### src/hw/rtl/tws_pkg.sv
// ----------------------------------------------------------------------------
// tws_pkg
// Shared result kinds and register indexes for the timing wheel scheduler.
// ----------------------------------------------------------------------------
package tws_pkg;

    typedef enum logic [2:0] {
        K_ADDED      = 3'd0,
        K_WRAPPED    = 3'd1,
        K_DROPPED    = 3'd2,
        K_FIRED      = 3'd3,
        K_FIRED_DROP = 3'd4,
        K_IDLE       = 3'd5
    } t_kind;

    localparam logic [1:0] REG_TICK_PERIOD = 2'd0;
    localparam logic [1:0] REG_SLOTS       = 2'd1;
    localparam logic [1:0] REG_LAYERS      = 2'd2;

    localparam int INTERVAL_W = 31;
    localparam int PERIOD_W   = 16;
    localparam int KIND_W     = 3;
    localparam int POS_OUT_W  = 9;

    // Divider request from the top level to the divider.
    typedef struct packed {
        logic                  start;
        logic [INTERVAL_W-1:0] dividend;
        logic [PERIOD_W-1:0]   divisor;
    } t_div_req;

endpackage

### src/hw/rtl/tws_div.sv
// ----------------------------------------------------------------------------
// tws_div
// Restoring divider, one quotient bit per cycle (interval / tick_period).
// ----------------------------------------------------------------------------
module tws_div (
    input  logic                            i_clk,
    input  logic                            i_rst_n,
    input  tws_pkg::t_div_req               i_req,
    output logic                            o_done,
    output logic [tws_pkg::INTERVAL_W-1:0]  o_quot
);
    localparam int W  = tws_pkg::INTERVAL_W;
    localparam int DW = tws_pkg::PERIOD_W;

    logic [W-1:0]  r_q;
    logic [DW:0]   r_rem;
    logic [DW-1:0] r_d;
    logic [4:0]    r_cnt;
    logic          r_busy;
    logic          r_done;
    logic [DW:0]   w_sh;
    logic [DW:0]   w_sub;

    assign w_sh  = {r_rem[DW-1:0], r_q[W-1]};
    assign w_sub = w_sh - {1'b0, r_d};

    always_ff @(posedge i_clk) begin
        if (!i_rst_n) begin
            r_busy <= 1'b0;
            r_done <= 1'b0;
        end else begin
            r_done <= 1'b0;
            if (i_req.start) begin
                r_busy <= 1'b1;
                r_q    <= i_req.dividend;
                r_rem  <= '0;
                r_d    <= i_req.divisor;
                r_cnt  <= 5'(W - 1);
            end else if (r_busy) begin
                if (!w_sub[DW]) begin
                    r_rem <= w_sub;
                    r_q   <= {r_q[W-2:0], 1'b1};
                end else begin
                    r_rem <= w_sh;
                    r_q   <= {r_q[W-2:0], 1'b0};
                end
                if (r_cnt == '0) begin
                    r_busy <= 1'b0;
                    r_done <= 1'b1;
                end
                r_cnt <= r_cnt - 5'd1;
            end
        end
    end

    assign o_done = r_done;
    assign o_quot = r_q;
endmodule

### config.mk
export PLATFORM = sky130hd
export DESIGN_NAME = tws_div
export DESIGN_NICKNAME = d
export VERILOG_FILES = /design/src/hw/rtl/tws_pkg.sv /design/src/hw/rtl/tws_div.sv
export SDC_FILE = /design/constraint.sdc
export NUM_CORES = 1
export LEC_CHECK = 0
export ABC_AREA = 0
export BUFFER_PORTS_ARGS = -buffer_cell sky130_fd_sc_hd__buf_2
export CORE_ASPECT_RATIO = 2
export CORE_MARGIN = 2
export CORE_UTILIZATION = 30
export CTS_CLUSTER_SIZE = 25
export DETAILED_ROUTE_END_ITERATION = 10
export HOLD_SLACK_MARGIN = 0.08
export PLACE_DENSITY = 0.51
export SYNTH_ARGS = -nofsm -noshare
export SYNTH_HDL_FRONTEND = slang
export SYNTH_SLANG_ARGS = --single-unit
### constraint.sdc
create_clock -name i_clk -period 3.6 [get_ports i_clk]
set_clock_uncertainty 0.1 [all_clocks]
set_input_delay 0 -clock i_clk [delete_from_list [all_inputs] [get_ports i_clk]]
set_output_delay 0 -clock i_clk [all_outputs]
set_load 0.01 [all_outputs]
Word-level counts from Yosys, hierarchy flattened --
Cells that the tools add are included.
Storage, ports and cells: register bits 70, input port bits 50, output and inout bits 32
Cells by class: add/sub/neg operators 2, multiplexer cells 10, bitwise logic cells 2, reductions and logical operators 5
Operators by type and width (count):
- two-way mux 31 bit | 2
- two-way mux 16 bit | 2
- subtractor 17 x 16 -> 17 bit | 1
- zero test 5 bit | 1
- two-way mux 1 bit | 5
- two-way mux 5 bit | 1
- subtractor 5 x 1 -> 5 bit (second input constant) | 1
- AND reduction 2 bit | 2
- OR reduction 3 bit | 1
- inverter 1 bit | 2
- nonzero test 2 bit | 1

Longest topological paths before layout --
word-level depth 4, mapped depth 12, mapped depth without buffers 10

Worst setup path after synthesis --
Ideal clock, no wire load.
path kind flip-flop to flip-flop, start point register r_q[30], in the netlist o_quot[30], end point register r_rem[14] (data pin), setup time 147 ps, arrival time 2495 ps, setup slack 858 ps, cell stages (with the launch flop) 12, period minus slack after synthesis 2742 ps, cells stage by stage edfxtp_1 -> inv_1 -> ha_1 -> fa_1 -> nand2b_1 -> a211oi_2 -> o211ai_2 -> mux2i_1 -> and3_1 -> buf_6 -> or3b_1 -> a21oi_1
Between the ends: longest elaborated chain between the ends 3
Ends and longest elaborated chain:
- from (decl) | line tws_div.sv:15 | logic [W-1:0] r_q;
- from (signal assigned) | line tws_div.sv:35 | r_q <= i_req.dividend;
- from (signal assigned) | line tws_div.sv:42 | r_q <= {r_q[W-2:0], 1'b1};
- from (signal assigned) | line tws_div.sv:45 | r_q <= {r_q[W-2:0], 1'b0};
- subtractor 17 x 16 -> 17 bit | line tws_div.sv:25 | assign w_sub = w_sh - {1'b0, r_d};
- two-way mux 16 bit | line tws_div.sv:40 | if (!w_sub[DW]) begin
- two-way mux 16 bit | line tws_div.sv:39 | end else if (r_busy) begin
- to (signal assigned) | line tws_div.sv:41 | r_rem <= w_sub;
- to (signal assigned) | line tws_div.sv:44 | r_rem <= w_sh;
- to (decl) | line tws_div.sv:16 | logic [DW:0] r_rem;
Every way passes these cells. The select of a mux whose other input is x is not followed. A chain may end at the register's enable or synchronous reset.

Worst setup path after layout --
start point register r_q[30], in the netlist o_quot[30], end point register r_rem[10] (data pin)
Same word-level chain as after synthesis.

==> tab_implementation.tex <==
\begin{tabular}{lr}
\hline
Metric & Value \\
\hline
\multicolumn{2}{l}{\textbf{Power}} \\
\quad Largest voltage drop on the vdd net & 0.000312 V \\
\quad Gate power share & 21.3\% \\
\quad Reported leakage power & 0.00208 uW \\
\quad Clk pwr share & 38.1\% \\
\quad Power density cells & 487 nW/um2 \\
\quad Fraction of power spent switching nets & 26.2\% \\
\quad Net switching power figure & 652 uW \\
\quad Share of power burned in registers & 40.6\% \\
\quad Internal power & 1840 uW \\
\multicolumn{2}{l}{\textbf{Synthesis}} \\
\quad Nets in the synthesized netlist & 367 \\
\quad Part of the Yosys area used for sequential elements & 55.5\% \\
\quad Avg Inst Size Synth & 12.6 um2 \\
\quad Top cell type by total area after synthesis & edfxtp\_1 \\
\quad Async set or reset register ratio after synthesis & 0\% \\
\quad Cell Area, Synth & 3750 um2 \\
\quad Area fraction of the dominant cell type after synthesis & 54.4\% \\
\quad Most instantiated flip-flop cell in the synthesis netlist & edfxtp\_1 \\
\quad Synthesis warning total & 0 \\
\quad Post-synthesis cell type count & 51 \\
\quad Number of cells produced by synthesis & 299 \\
\quad EDFF count, synth & 68 \\
\quad Leading post-synthesis cells by cell area & edfxtp\_1 (54\%), mux2\_2 (9.0\%), ha\_1 (5.7\%) \\
\quad FF+latch count, synth & 70 \\
\multicolumn{2}{l}{\textbf{Finish}} \\
\quad Leading cell types in the layout, fill and taps excluded & buf\_2 (81), edfxtp\_1 (68), dlygate4sd3\_1 (50), mux2\_2 (30) \\
\quad Number of filler cells placed in the layout & 1137 \\
\quad Storage cell area & 2080 um2 \\
\quad Area of the multi-input gates & 1510 um2 \\
\quad Layout overhead on the synthesized area & 36.3\% \\
\quad Final \#Nets & 503 \\
\quad Commonest non-fill, non-tap cell in the layout & buf\_2 \\
\quad Fraction of final layout cells with drive strength greater than 1 & 32.0\% \\
\quad Final Cell Area & 5120 um2 \\
\quad N\_diodes & 0 \\
\multicolumn{2}{l}{\textbf{Clocking}} \\
\quad Source-to-sink clock delay at the later pin of the worst-skew pair & 0.33 ns \\
\quad Clock tree from TritonCTS & done \\
\quad Clock sink total & 70 \\
\quad Clock root buffer & clkbuf\_16 \\
\quad Max Buffers Root-to-Sink & 2 \\
\quad Clock input transition at the sequential cells of the worst setup and hold paths & 0.06 ns \\
\quad Number of setup buffers added after CTS & 0 \\
\quad Total number of H-tree levels & 3 \\
\quad CTS Buf Count & 9 \\
\quad Number of cells upsized or downsized after cts & 0 \\
\quad Count of hold-fix buffers inserted at cts & 50 \\
\multicolumn{2}{l}{\textbf{Critical path}} \\
\quad Timing startpoint of the critical path & o\_quot[30]\$\_DFFE\_PP\_ \\
\quad Crit path largest cell delay & 0.40 ns \\
\quad Origin of the critical flop-to-flop path & o\_quot[30]\$\_DFFE\_PP\_ \\
\quad Critical-path top delay cell & fa\_1 \\
\quad Arrival time at the worst endpoint & 3.06 ns \\
\quad Worst-path maximum fanout & 16 \\
\quad Startpoint kind of the worst setup timing path & register \\
\quad Crit Path Category & reg2reg \\
\quad Chain of cells forming the critical path & inv\_1 -> ha\_1 -> fa\_1 -> nand2b\_1 -> a211oi\_2 -> o211ai\_2 -> mux2i\_1 -> and3\_1 -> buf\_4 -> or3b\_1 -> a21oi\_1 \\
\quad Required time of the critical path & 3.68 ns \\
\quad Endpoint class of the critical path & register \\
\multicolumn{2}{l}{\textbf{Flow run}} \\
\quad Max\_cap viols & 0 \\
\multicolumn{2}{l}{\textbf{Placement}} \\
\quad RD Place Congestion & 0.882 \\
\quad Post-Place Cell Area & 4300 um2 \\
\quad Detailed placer's ending HPWL & 6600 um \\
\quad Number of buffers added on ports & 81 \\
\multicolumn{2}{l}{\textbf{Routing}} \\
\quad Number of search-and-repair iterations in the first detailed-routing pass & 4 \\
\quad Via-to-Cell Ratio & 4.80 \\
\quad Vias after detailed routing & 2818 \\
\quad Remaining number of nets flagged by the antenna check after routing & 0 \\
\quad Number of DRC violations after detailed routing & 0 \\
\quad Violation count after the first detailed-route iteration & 107 \\
\quad DRT Wirelength & 9150 um \\
\quad Wire length per cell & 15.6 um \\
\multicolumn{2}{l}{\textbf{Min path}} \\
\quad Worst min-delay path category & in2reg \\
\quad Startpoint of the most critical hold path & i\_req[5] \\
\multicolumn{2}{l}{\textbf{Die}} \\
\quad Number of top-level pins & 82 \\
\quad Die height & 162 um \\
\quad Core Region & 12200 um2 \\
\quad Number of standard-cell rows in the floorplan & 57 \\
\quad Initial core utilization & 30.8\% \\
\quad Total Die Area & 13500 um2 \\
\quad Die width & 83.1 um \\
\multicolumn{2}{l}{\textbf{GRT}} \\
\quad Congestion Overflow GR & 0 \\
\quad Wire length of the first global-routing pass & 14900 um \\
\quad Via count of the first global-routing pass & 3117 \\
\quad Initial antenna violation count & 0 \\
\quad Total global-route track usage & 14.2\% \\
\quad Pin count of the biggest net entering global routing & 47 \\
\multicolumn{2}{l}{\textbf{STA}} \\
\quad Shortest clock period the worst path allows after layout & 2.98 ns \\
\quad Highest Clock Rate & 336 MHz \\
\quad Final Max Slew Viols & 0 \\
\quad Setup Total Neg Slack & 0 ns \\
\quad Hold WS & 0.271 ns \\
\quad Worst relative slew slack & 41.8\% \\
\quad Actual transition at the worst max-transition pin & 0.873 ns \\
\quad Final Hold Fails & 0 \\
\quad Unrepaired setup endpoints after global routing & false \\
\quad Final setup viols & 0 \\
\quad Share of the cycle needed by the critical path after routing & 82.7\% \\
\multicolumn{2}{l}{\textbf{Run status}} \\
\quad Status & finished clean \\
\hline
\end{tabular}
-- per-layer routing --
| metal | GRT usage [%] | part of all wire [%] | vias to the layer above |
|---|---|---|---|
| li1 | - | - | 1378 |
| met1 | 14.0 | 36 | 1335 |
| met2 | 27.1 | 57 | 83 |
| met3 | 2.85 | 4.0 | 22 |
| met4 | 7.53 | 3.5 | 0 |
| met5 | 0 | 0 | - |
-- flip-flops by register name, indices dropped and copies added (netlist names) --
name    count
o_quot     31
r_rem      16
r_busy      1
r_d        16
r_cnt       5
o_done      1
-- final cells by class --
class | instances | area share, %
Inverter | 22 | 1.61
Clock inverter | 6 | 1.66
Clock buffer | 10 | 4.47
Sequential cell | 70 | 40.7
Tap cell | 147 | 3.59
Multi-Input combinational cell | 196 | 29.5
Timing Repair Buffer | 136 | 18.4
-- kinds of logic after synthesis --
group / after synthesis / share of synthesized area (%)
simple gates: 72 / 9.27
flops: 70 / 55.5
compound gates: 55 / 10.5
mux: 40 / 11.7
buf+inv: 33 / 4.30
fa+ha+maj: 18 / 6.20
xor+xnor: 11 / 2.57
-- cells in the mapped netlist (all sizes together), types with 5 or more instances --
master  count
clkbuf      5
ha         17
o21ai      10
xnor2       9
nand3       5
mux2       30
o21a        5
nor3        8
edfxtp     68
nor2       22
a21oi      17
buf         6
inv        22
nand2      19
mux2i      10
-- power by group through the flow --
stage	combinational [uW]	sequential (uW)	clock, uW
final	531	1010	949
after global routing	592	1020	997
after global placement	491	1030	0
after CTS	537	1010	975
after detailed placement	494	1030	0
after floorplan	369	1030	0
-- worst paths after layout --
path	to	slack, ns	cells past startpoint
hold / removal	r_d[5]$_DFFE_PP_	0.27	2
setup reg to reg	r_rem[10]$_SDFFCE_PP0P_	0.62	11
hold reg to reg	r_busy$_SDFF_PN0_	0.46	1
setup / recovery	r_rem[10]$_SDFFCE_PP0P_	0.62	11
-- through the flow --
| step | power (uW) | instances | util (%) | setup slack, ns |
|---|---|---|---|---|
| detailed placement | 1520 | 521 | 35.3 | 0.648 |
| finish | 2490 | 587 | 42.0 | 0.624 |
| global placement | 1520 | 521 | 35.3 | 0.708 |
| global route | 2610 | 587 | 42.0 | 0.375 |
| CTS | 2520 | 587 | 42.0 | 0.622 |
| floorplan | 1400 | 299 | - | 0.858 |
-- critical path, delay by kind of cell (launching register included) --
| kind | cells | cell delay, ns |
|---|---|---|
| AO/OA/AOI/OAI | 3 | 0.60 |
| adder cells (fa/ha/maj) | 2 | 0.62 |
| buffers and inverters | 2 | 0.25 |
| flip-flops | 1 | 0.36 |
| multiplexers | 1 | 0.13 |
| AND/OR/NAND/NOR | 3 | 0.75 |
(Power assumes the default switching activity.)
